$ cat config.mk
export PLATFORM = sky130hd
export DESIGN_NAME = ts_packet_sync_aligner
export DESIGN_NICKNAME = d
export VERILOG_FILES = /design/src/tspsa_pkg.sv /design/src/ts_packet_sync_aligner.sv /design/src/tspsa_front.sv /design/src/tspsa_queue.sv /design/src/tspsa_back.sv
export SDC_FILE = /design/constraint.sdc
export NUM_CORES = 2
export LEC_CHECK = 0
export BUFFER_PORTS_ARGS = -buffer_cell sky130_fd_sc_hd__buf_2
export CAP_MARGIN = 30
export CELL_PAD_IN_SITES_DETAIL_PLACEMENT = 1
export CELL_PAD_IN_SITES_GLOBAL_PLACEMENT = 1
export CORE_UTILIZATION = 34
export DETAILED_ROUTE_END_ITERATION = 12
export HOLD_SLACK_MARGIN = 0.06
export PLACE_DENSITY = 0.65
export SYNTH_ARGS = -nofsm -noshare
export SYNTH_HDL_FRONTEND = slang
export SYNTH_SLANG_ARGS = --single-unit
export TNS_END_PERCENT = 100
$ cat constraint.sdc
create_clock -name i_clk -period 3.7 [get_ports i_clk]
set_clock_uncertainty 0.1 [all_clocks]
set_input_delay 0 -clock i_clk [delete_from_list [all_inputs] [get_ports i_clk]]
set_output_delay 0 -clock i_clk [all_outputs]
set_load 0.005 [all_outputs]
$ cat src/tspsa_pkg.sv
// shared types and constants for the transport stream packet sync aligner
package tspsa_pkg;

    localparam int PACKET_BYTES = 188;
    localparam int BYTE_W       = 8;
    localparam int POS_W        = 8;
    localparam logic [BYTE_W-1:0] SYNC_RESET = 8'h47;
    localparam int PTR_W        = $clog2(PACKET_BYTES);
    localparam int CNT_W        = $clog2(PACKET_BYTES + 1);
    localparam int QUEUE_DEPTH  = 4;
    localparam int QPTR_W       = $clog2(QUEUE_DEPTH);
    localparam int QCNT_W       = $clog2(QUEUE_DEPTH + 1);

    // one result byte with its packet position and marks
    typedef struct packed {
        logic [BYTE_W-1:0] packet_byte;
        logic [POS_W-1:0]  byte_position;
        logic              is_first;
        logic              is_last;
    } t_item;

    // push from the front into the queue
    typedef struct packed {
        logic  valid;
        t_item item;
    } t_push;

endpackage

$ cat src/ts_packet_sync_aligner.sv
// top level of the transport stream packet sync aligner
//
//  channel   | direction | payload                                 | beat when
//  s_axis    | in        | tdata[7:0] stream byte                  | tvalid & tready
//  m_axis    | out       | tdata[7:0] byte, [15:8] position,       | tvalid & tready
//            |           | tuser first mark, tlast last mark       |
//  cfg       | in        | i_cfg_data[7:0] sync value              | i_cfg_valid & o_cfg_ready
//
//  one input beat per cycle sustained while the queue has space; the beat that confirms a
//  packet start is pushed into the queue and then loaded into the output register
//  the delay line is a 188 entry single write, single read memory; its read is
//  issued ahead at the next write address so the oldest byte is waiting in a register
//  synchronous active low reset; no clearing pass, the line is only read once
//  it has been filled, so the first 188 beats are absorbed without output
//  a four entry queue decouples the input from the output register; s_axis
//  stalls only while that queue is full
module ts_packet_sync_aligner
    import tspsa_pkg::*;
(
    input  logic                    i_clk,
    input  logic                    i_rst_n,
    input  logic                    s_axis_tvalid,
    output logic                    s_axis_tready,
    input  logic [BYTE_W-1:0]       s_axis_tdata,   // [7:0] stream_byte
    output logic                    m_axis_tvalid,
    input  logic                    m_axis_tready,
    output logic [BYTE_W+POS_W-1:0] m_axis_tdata,   // [7:0] packet_byte, [15:8] byte_position
    output logic                    m_axis_tuser,   // [0] is_first
    output logic                    m_axis_tlast,   // is_last
    input  logic                    i_cfg_valid,
    output logic                    o_cfg_ready,
    input  logic [BYTE_W-1:0]       i_cfg_data      // [7:0] sync_value
);

    t_push push;
    logic  space;
    logic  q_valid;
    t_item q_item;
    logic  q_pop;

    // config writes are always taken, the new value applies to the next start check
    assign o_cfg_ready = 1'b1;

    // delay line and sync detection
    tspsa_front u_front (
        .i_clk       (i_clk),
        .i_rst_n     (i_rst_n),
        .i_valid     (s_axis_tvalid),
        .o_ready     (s_axis_tready),
        .i_byte      (s_axis_tdata),
        .i_cfg_valid (i_cfg_valid),
        .i_cfg_data  (i_cfg_data),
        .i_space     (space),
        .o_push      (push)
    );

    // decoupling queue
    tspsa_queue u_queue (
        .i_clk   (i_clk),
        .i_rst_n (i_rst_n),
        .i_push  (push),
        .o_space (space),
        .o_valid (q_valid),
        .o_item  (q_item),
        .i_pop   (q_pop)
    );

    // output register
    tspsa_back u_back (
        .i_clk    (i_clk),
        .i_rst_n  (i_rst_n),
        .i_valid  (q_valid),
        .i_item   (q_item),
        .o_pop    (q_pop),
        .o_tvalid (m_axis_tvalid),
        .i_tready (m_axis_tready),
        .o_tdata  (m_axis_tdata),
        .o_tuser  (m_axis_tuser),
        .o_tlast  (m_axis_tlast)
    );

    // first mark only on position zero
    a_first_pos: assert property (@(posedge i_clk) disable iff (!i_rst_n)
        (m_axis_tvalid && m_axis_tuser) |-> (m_axis_tdata[15:8] == '0))
        else $error("first mark away from position zero");

    // last mark only on the final position
    a_last_pos: assert property (@(posedge i_clk) disable iff (!i_rst_n)
        (m_axis_tvalid && m_axis_tlast) |->
            (m_axis_tdata[15:8] == POS_W'(PACKET_BYTES - 1)))
        else $error("last mark away from final position");

    // a byte is never both opening and closing a packet
    a_first_not_last: assert property (@(posedge i_clk) disable iff (!i_rst_n)
        m_axis_tvalid |-> !(m_axis_tuser && m_axis_tlast))
        else $error("byte marked first and last");

    // reset empties the output
    a_reset_empty: assert property (@(posedge i_clk)
        !i_rst_n |=> !m_axis_tvalid)
        else $error("output valid right after reset");

endmodule

$ cat src/tspsa_front.sv
// front end: packet delay line, sync confirmation and packet position tracking
module tspsa_front
    import tspsa_pkg::*;
(
    input  logic              i_clk,
    input  logic              i_rst_n,
    input  logic              i_valid,
    output logic              o_ready,
    input  logic [BYTE_W-1:0] i_byte,
    input  logic              i_cfg_valid,
    input  logic [BYTE_W-1:0] i_cfg_data,
    input  logic              i_space,
    output t_push             o_push
);

    localparam logic [PTR_W-1:0] LAST_PTR = PTR_W'(PACKET_BYTES - 1);
    localparam logic [CNT_W-1:0] PKT_LEN  = CNT_W'(PACKET_BYTES);

    logic [BYTE_W-1:0] mem [PACKET_BYTES];
    logic [BYTE_W-1:0] r_rd_data;
    logic [PTR_W-1:0]  r_wptr, n_wptr, rd_addr;
    logic              r_full, n_full;
    logic [CNT_W-1:0]  r_left, n_left;
    logic [BYTE_W-1:0] r_sync;
    logic              accept;
    logic              match;
    logic              emit;

    assign o_ready = i_space;
    assign accept  = i_valid && i_space;

    // oldest byte sits at the write pointer once the line is full
    assign n_wptr  = (r_wptr == LAST_PTR) ? '0 : r_wptr + PTR_W'(1);
    assign rd_addr = accept ? n_wptr : r_wptr;

    assign match = (r_left == '0) && (r_rd_data == r_sync) && (i_byte == r_sync);
    assign emit  = accept && r_full && ((r_left != '0) || match);

    always_comb begin
        n_full = r_full;
        n_left = r_left;
        if (accept) begin
            if (r_wptr == LAST_PTR) begin
                n_full = 1'b1;
            end
            if (emit) begin
                n_left = (r_left == '0) ? PKT_LEN - CNT_W'(1) : r_left - CNT_W'(1);
            end
        end
    end

    always_comb begin
        o_push.valid              = emit;
        o_push.item.packet_byte   = r_rd_data;
        o_push.item.byte_position = (r_left == '0) ? '0 : POS_W'(PKT_LEN - r_left);
        o_push.item.is_first      = (r_left == '0);
        o_push.item.is_last       = (r_left == CNT_W'(1));
    end

    always_ff @(posedge i_clk) begin
        if (accept) begin
            mem[r_wptr] <= i_byte;
        end
        r_rd_data <= mem[rd_addr];
    end

    always_ff @(posedge i_clk) begin
        if (!i_rst_n) begin
            r_wptr <= '0;
            r_full <= 1'b0;
            r_left <= '0;
            r_sync <= BYTE_W'(SYNC_RESET);
        end else begin
            if (accept) begin
                r_wptr <= n_wptr;
            end
            r_full <= n_full;
            r_left <= n_left;
            if (i_cfg_valid) begin
                r_sync <= i_cfg_data;
            end
        end
    end

endmodule

$ cat src/tspsa_queue.sv
// short queue between the front end and the output stage
module tspsa_queue
    import tspsa_pkg::*;
(
    input  logic  i_clk,
    input  logic  i_rst_n,
    input  t_push i_push,
    output logic  o_space,
    output logic  o_valid,
    output t_item o_item,
    input  logic  i_pop
);

    t_item             r_mem [QUEUE_DEPTH];
    logic [QPTR_W-1:0] r_wptr, r_rptr;
    logic [QCNT_W-1:0] r_count;
    logic              do_pop;

    assign o_space = (r_count != QCNT_W'(QUEUE_DEPTH));
    assign o_valid = (r_count != '0);
    assign o_item  = r_mem[r_rptr];
    assign do_pop  = i_pop && o_valid;

    always_ff @(posedge i_clk) begin
        if (i_push.valid) begin
            r_mem[r_wptr] <= i_push.item;
        end
    end

    always_ff @(posedge i_clk) begin
        if (!i_rst_n) begin
            r_wptr  <= '0;
            r_rptr  <= '0;
            r_count <= '0;
        end else begin
            if (i_push.valid) begin
                r_wptr <= r_wptr + QPTR_W'(1);
            end
            if (do_pop) begin
                r_rptr <= r_rptr + QPTR_W'(1);
            end
            r_count <= r_count + QCNT_W'(i_push.valid) - QCNT_W'(do_pop);
        end
    end

endmodule

$ cat src/tspsa_back.sv
// output stage: registers queued bytes and drives the master stream
module tspsa_back
    import tspsa_pkg::*;
(
    input  logic                      i_clk,
    input  logic                      i_rst_n,
    input  logic                      i_valid,
    input  t_item                     i_item,
    output logic                      o_pop,
    output logic                      o_tvalid,
    input  logic                      i_tready,
    output logic [BYTE_W+POS_W-1:0]   o_tdata,
    output logic                      o_tuser,
    output logic                      o_tlast
);

    logic  r_valid;
    t_item r_item;
    logic  load;

    assign load  = !r_valid || i_tready;
    assign o_pop = load && i_valid;

    always_ff @(posedge i_clk) begin
        if (!i_rst_n) begin
            r_valid <= 1'b0;
        end else if (load) begin
            r_valid <= i_valid;
        end
    end

    always_ff @(posedge i_clk) begin
        if (o_pop) begin
            r_item <= i_item;
        end
    end

    assign o_tvalid = r_valid;
    assign o_tdata  = {r_item.byte_position, r_item.packet_byte};
    assign o_tuser  = r_item.is_first;
    assign o_tlast  = r_item.is_last;

endmodule

# ---- After elaboration in Yosys (flattened, before gate mapping)
# Memories as Yosys holds them, arrays and structs flattened. A register that Yosys moved wholly into a read port is not among the register bits.
# Cells that the tools add are included.
dict set report totals {
  out_inout_bits 21
  memories 2
  regBits 33
  in_bits 21
  elab_cells 45
  mem_bits_rw 1576
}
# memory depth word_bits read_ports rd_clocked_by_memory_dff wr line
set mem_list {}
lappend mem_list {u_front.mem 188 8 1 1 1 tspsa_front.sv:19} ;# logic [BYTE_W-1:0] mem [PACKET_BYTES];
lappend mem_list {u_queue.r_mem 4 18 1 1 1 tspsa_queue.sv:14} ;# t_item r_mem [QUEUE_DEPTH];
dict set report op_classes {
  muxes 8
  reduce_logical 15
  eq_ne 5
  addsub 7
}
# op count
set op_table {}
lappend op_table {{$mux 8} 4}
lappend op_table {{$eq 8x8->1} 2}
lappend op_table {{$add 8x1->8 const B} 1}
lappend op_table {{$eq 8x1->1 const B} 1}
lappend op_table {{$eq 8x8->1 const B} 1}
lappend op_table {{$logic_not 8->1} 1}
lappend op_table {{$reduce_bool 8->1} 1}
lappend op_table {{$sub 8x1->8 const B} 1}
lappend op_table {{$sub 8x8->8 const A} 1}
lappend op_table {{$logic_and 1x1->1} 7}
lappend op_table {{$add 2x1->2 const B} 2}
lappend op_table {{$mux 1} 4}
lappend op_table {{$reduce_and 2->1} 2}
lappend op_table {{$add 3x1->3} 1}
lappend op_table {{$ne 3x3->1 const B} 1}
lappend op_table {{$reduce_bool 3->1} 1}
lappend op_table {{$sub 3x1->3} 1}
lappend op_table {{$logic_or 1x1->1} 2}
lappend op_table {{$logic_not 1->1} 1}

# ---- Longest topological paths before layout
dict set report logic_depth {
  depth_word 7
  depth_mapped 15
  depth_no_buf 11
}

# ---- Cells and area by module
# From an unflattened synthesis, not the netlist that was laid out.
dict set report hier_totals {
  hier_cells 4680
  area_unflattened_um2 66705.2
}
# module n_inst area_per_inst_um2 seq_area_each_um2 cells_per_inst
set modules_own_cells {}
lappend modules_own_cells {tspsa_front 1 62992.9 45823.9 4517}
lappend modules_own_cells {tspsa_queue 1 3113.0 2342.2 139}
lappend modules_own_cells {tspsa_back 1 588.1 560.5 22}
lappend modules_own_cells {ts_packet_sync_aligner 1 11.3 0.0 2}

# ---- Least setup slack after synthesis
# No wires, ideal clock.
dict set report synth_path {
  kind {register to register}
  startpoint {reg u_queue.r_count[1]}
  endpoint {reg u_queue.r_count[2]}
  stages_incl_launch_ff 11
  setup_ns 0.115
  t_required_ns 3.485
  path_slack_ns 0.451
  arrival_time_ns 3.034
  n_path_buf 0
  period_less_slack_ns 3.249
  cell_sequence {dfxtp_1 nor3_1 a21oi_1 ha_1 inv_1 ha_1 inv_1 fa_1 xnor2_1 xnor2_1 and2_1}
}
dict set report synth_via {
  elab_cells_between_ends 9
  classes_between {2 x add/sub; 1 x eq/ne; 6 x reduce/logical}
}
# item line
set synth_rtl {}
lappend synth_rtl {{from (decl)} tspsa_queue.sv:16} ;# logic [QCNT_W-1:0] r_count;
lappend synth_rtl {{from (signal assigned)} tspsa_queue.sv:42} ;# r_count <= r_count + QCNT_W'(i_push.valid) - QCNT_W'(do_pop);
lappend synth_rtl {{$reduce_bool 3->1} tspsa_queue.sv:20} ;# assign o_valid = (r_count != '0);
lappend synth_rtl {{$logic_and 1x1->1} tspsa_back.sv:22} ;# assign o_pop = load && i_valid;
lappend synth_rtl {{net q_pop} ts_packet_sync_aligner.sv:39} ;# logic q_pop;
lappend synth_rtl {{$logic_and 1x1->1} tspsa_queue.sv:22} ;# assign do_pop = i_pop && o_valid;
lappend synth_rtl {{$sub 3x1->3} tspsa_queue.sv:42}
# The timed path passes the listed nets, and every way through them passes these cells.
# A chain may end at the register's enable or synchronous reset.

# ---- Worst setup path in the final report
dict set report layout_path {
  startpoint {reg u_queue.r_count[1]}
  endpoint {reg u_front.r_rd_data[3] (read register of u_front.mem)}
}
dict set report layout_via {
  elab_chain_len 3
}
# item line
set layout_lines {}
lappend layout_lines {{$ne 3x3->1} tspsa_queue.sv:19} ;# assign o_space = (r_count != QCNT_W'(QUEUE_DEPTH));
lappend layout_lines {{$logic_and 1x1->1} tspsa_front.sv:30} ;# assign accept = i_valid && i_space;
lappend layout_lines {{$mux 8} tspsa_front.sv:34} ;# assign rd_addr = accept ? n_wptr : r_wptr;
lappend layout_lines {{to (decl)} tspsa_front.sv:20} ;# logic [BYTE_W-1:0] r_rd_data;
# No other way between the ends.

==> results.sh <==
export IMPL_post_route_period_util_pct=99.49
export IMPL_synth_top_family_by_area="simple AND/OR/NAND/NOR gates"
export IMPL_fin_total_pwr_mw=41.40
export IMPL_maxCapViolCount=0
export IMPL_run_status="finished clean"
export IMPL_finalMaxSlewViolations=0
export IMPL_grt_pass1_wl_um=327900
export IMPL_final_common_cell="edfxtp_1"
export IMPL_dp_hpwl_um=148200
export IMPL_synth_cells=5079
export IMPL_cp_endpoint="u_front.r_rd_data[3]$_DFF_P_"
export IMPL_rsz0062_at_grt="yes"
export IMPL_synthArstFlopShare_pct=0
export IMPL_tightest_slew_ns=1.076
export IMPL_leakagePower_nw=27.58
export IMPL_crit_start="u_queue.r_count[1]$_SDFF_PN0_"
export IMPL_cts_tree="yes"
export IMPL_cts_path_max_buffers=3
export IMPL_fmax_ghz=0.2717
export IMPL_worstSetupEndpointType="flip-flop"
export IMPL_start_kind="flip-flop"
export IMPL_ys_flop_type="edfxtp_1"
export IMPL_die_h_um=443.6
export IMPL_viasPerCell=5.620
export IMPL_first_pass_iters=5
export IMPL_detail_route_wl_per_cell_um=27.92
export IMPL_final_cells=8232
export IMPL_relSlewSlack_pct=27.98
export IMPL_synth_fp_nets=5114
export IMPL_insertion_delay_ns=0.86
export IMPL_io_buffers=40
export IMPL_grt_pass1_vias=46620
export IMPL_place_gp_congestion=0.9251
export IMPL_cts_buffers=173
export IMPL_antenna_found_initial=7
export IMPL_hold_class="in -> reg"
export IMPL_arrival_ns=4.28
export IMPL_drive_gt1_share_pct=16.57
export IMPL_grt_max_degree=75
export IMPL_core_area_mm2=0.1932
export IMPL_antenna_left=0
export IMPL_vdd_drop_max_uv=399.0
export IMPL_ys_seq_elements=1635
export IMPL_synth_compound_area_share_pct=5.351
export IMPL_vias=46261
export IMPL_start_util_pct=34.33
export IMPL_reg2reg_depth=15
export IMPL_cts_root_buf="clkbuf_16"
export IMPL_finalSetupViolCount=0
export IMPL_dp_cells=7831
export IMPL_grt_usage_pct=22.65
export IMPL_clkTransAtPathRegs_ns=0.06
export IMPL_clock_sinks=1635
export IMPL_routed_wl_um=229800
export IMPL_grt_ovfl_total=0
export IMPL_path_class="reg -> reg"
export IMPL_hold_viol=0
export IMPL_synth_xor_area_share_pct=0.2245
export IMPL_htreeDepth=4
export IMPL_r2r_start="u_queue.r_count[1]$_SDFF_PN0_"
export IMPL_yosysUniqueCellTypes=90
export IMPL_avgSynthCellArea_um2=13.06
export IMPL_finalSetupTns_ns=0
export IMPL_route_detailed_drc=0
export IMPL_required_ns=4.30
export IMPL_ios=42
export IMPL_syn_area_mm2=0.06631
export IMPL_yosys_warnings=0
export IMPL_drt_iter0_drc=5025
export IMPL_power_density_mw_per_mm2=519.1
export IMPL_synthMuxAreaShare_pct=1.609
export IMPL_synth_edf_count=1594
export IMPL_die_x_um=443.6
export IMPL_whs_ns=0.2153
export IMPL_final_nets=5598
export IMPL_synth_fa_ha_area_share_pct=0.2755
export IMPL_fp_row_count=161
export IMPL_yosys_area_share_simple_pct=16.37
export IMPL_layout_common_cells="1,594 x edfxtp_1, 1,376 x nand2_1, 662 x nand3_1"
export IMPL_die_area_mm2=0.1968
export IMPL_worstPathMaxFanout=15
export IMPL_r2r_slack_ns=0.02
export IMPL_ys_seq_area_share_pct=73.42
export IMPL_reg2reg_to="u_front.r_rd_data[3]$_DFF_P_"
export IMPL_syn2layout_area_growth_pct=20.25
export IMPL_fin_crit_ns=3.681
stage by stage:
stage	area, um2	worst slack, ns	util (%)
4_1_cts	79170	-0.01651	40.98
2_1_floorplan	66310	0.4509	-
5_1_grt	79740	-0.05571	41.28
6_report	79750	0.01893	41.28
3_3_place_gp	72870	-0.6644	37.72
3_5_place_dp	72890	-0.1803	37.73
worst min path at each step:
| stage | start | end | slack (ns) | cells past startpoint |
|---|---|---|---|---|
| floorplan | s_axis_tdata[0] | u_front.mem[0][0]$_DFFE_PP_ | -0.001 | 0 |
| global placement | i_cfg_data[6] | u_front.r_sync[6]$_SDFFE_PN1P_ | 0.12 | 3 |
| detailed placement | i_cfg_data[0] | u_front.r_sync[0]$_SDFFE_PN1P_ | 0.13 | 3 |
| CTS | s_axis_tdata[0] | u_front.mem[104][0]$_DFFE_PP_ | 0.17 | 3 |
| global route | s_axis_tdata[0] | u_front.mem[104][0]$_DFFE_PP_ | 0.22 | 3 |
| finish | s_axis_tdata[0] | u_front.mem[104][0]$_DFFE_PP_ | 0.22 | 3 |
logic make-up after synthesis:
family,count (synthesis)
compound gates,462
fa+ha+maj,14
buf+inv,365
other cells,1
xor+xnor,17
flops,1635
mux,76
simple gates,2509
final cells by class:
cell class / count / area [um2]
Fill cell: 19858 / 113400
Clock inverter: 94 / 1089
Sequential cell: 1635 / 48690
Inverter: 21 / 81.33
Multi-Input combinational cell: 3080 / 16140
Antenna cell: 3 / 7.507
Timing Repair Buffer: 652 / 5995
Tap cell: 2526 / 3161
Clock buffer: 221 / 4591
cell usage after synthesis (all sizes together), types with 4 or more instances:
cell     count  share of area (%)
nor4         8              0.075
a311o        7               0.11
nor2b        8              0.075
nand3      662                5.0
o22ai        8              0.075
a221oi      11               0.15
nor2       238                1.4
o2111a       5              0.085
nand4b       5              0.066
nand4       26               0.25
a31o         5              0.066
xnor2       12               0.16
mux4        24               0.82
nor3        31               0.23
a21o         4              0.045
o2111ai      5              0.075
ha          13               0.25
edfxtp    1594                 72
inv         19               0.11
o211ai       5              0.057
xor2         5              0.066
a21boi       8              0.091
o221a        4              0.068
clkbuf      82               0.47
dfxtp       41                1.2
o211a        5              0.075
a22oi        7              0.079
a2111oi     12               0.19
a311oi     132                1.7
a31oi       66               0.62
nand2     1379                7.8
and3       118                1.1
mux2i       47               0.71
a41oi        8               0.11
mux2         5              0.085
o21ai       20               0.15
a211oi      66               0.75
and2        12               0.11
buf        262                2.2
a211o        4              0.053
a21oi       54               0.41
worst max-delay path, cell delays in order, from the launching register on:
cell and delay, ns:
dfxtp_1 0.35, nor3b_4 0.31, inv_4 0.13, buf_4 0.18, o2111ai_4 0.10, and2_4 0.26
buf_12 0.19, buf_6 0.18, mux4_2 0.52, mux2i_2 0.25, mux2_4 0.24, a221oi_2 0.06
a311oi_1 0.25, buf_4 0.22, buf_4 0.11, a211oi_1 0.04
sequential cells by signal, summed over array words and instances (netlist names):
signal             count
u_front.mem         1504
u_queue.r_mem         72
u_back.o_tdata        16
u_front.r_left         8
u_front.r_rd_data      8
u_front.r_sync         8
u_front.r_wptr         8
u_queue.r_count        3
u_queue.r_rptr         2
u_queue.r_wptr         2
u_back.o_tlast         1
u_back.o_tuser         1
u_back.o_tvalid        1
u_front.r_full         1
power breakdown:
part	internal (mW)	switching (mW)	total (mW)
sequential	20.3	0.0652	20.4
combinational	1.16	2.35	3.51
clock	9.84	7.63	17.5
total	31.4	10.0	41.4
routing by layer:
metal  share of wire (%)  global-route usage, %  routed length, um  vias to the layer above
met5               0.023                      0                 52                        -
met1                  42                  31.12              96270                    24138
met2                  47                  36.08             107500                     1953
met4                 3.4                  7.843               7842                        8
met3                 7.9                  3.967              18100                      381
li1                    -                      -                  -                    19781
what timing repair did:
item | in CTS | in global routing
buffers inserted | 3 | 19
hold endpoints to repair | 650 | 0
pin swaps | 2 | 7
hold buffers | 51 | 0
gates cloned | 0 | 7
gates resized for setup | 17 | 40
endpoints found under the setup margin | 8 | 8
Power figures use the tool's default switching activity.
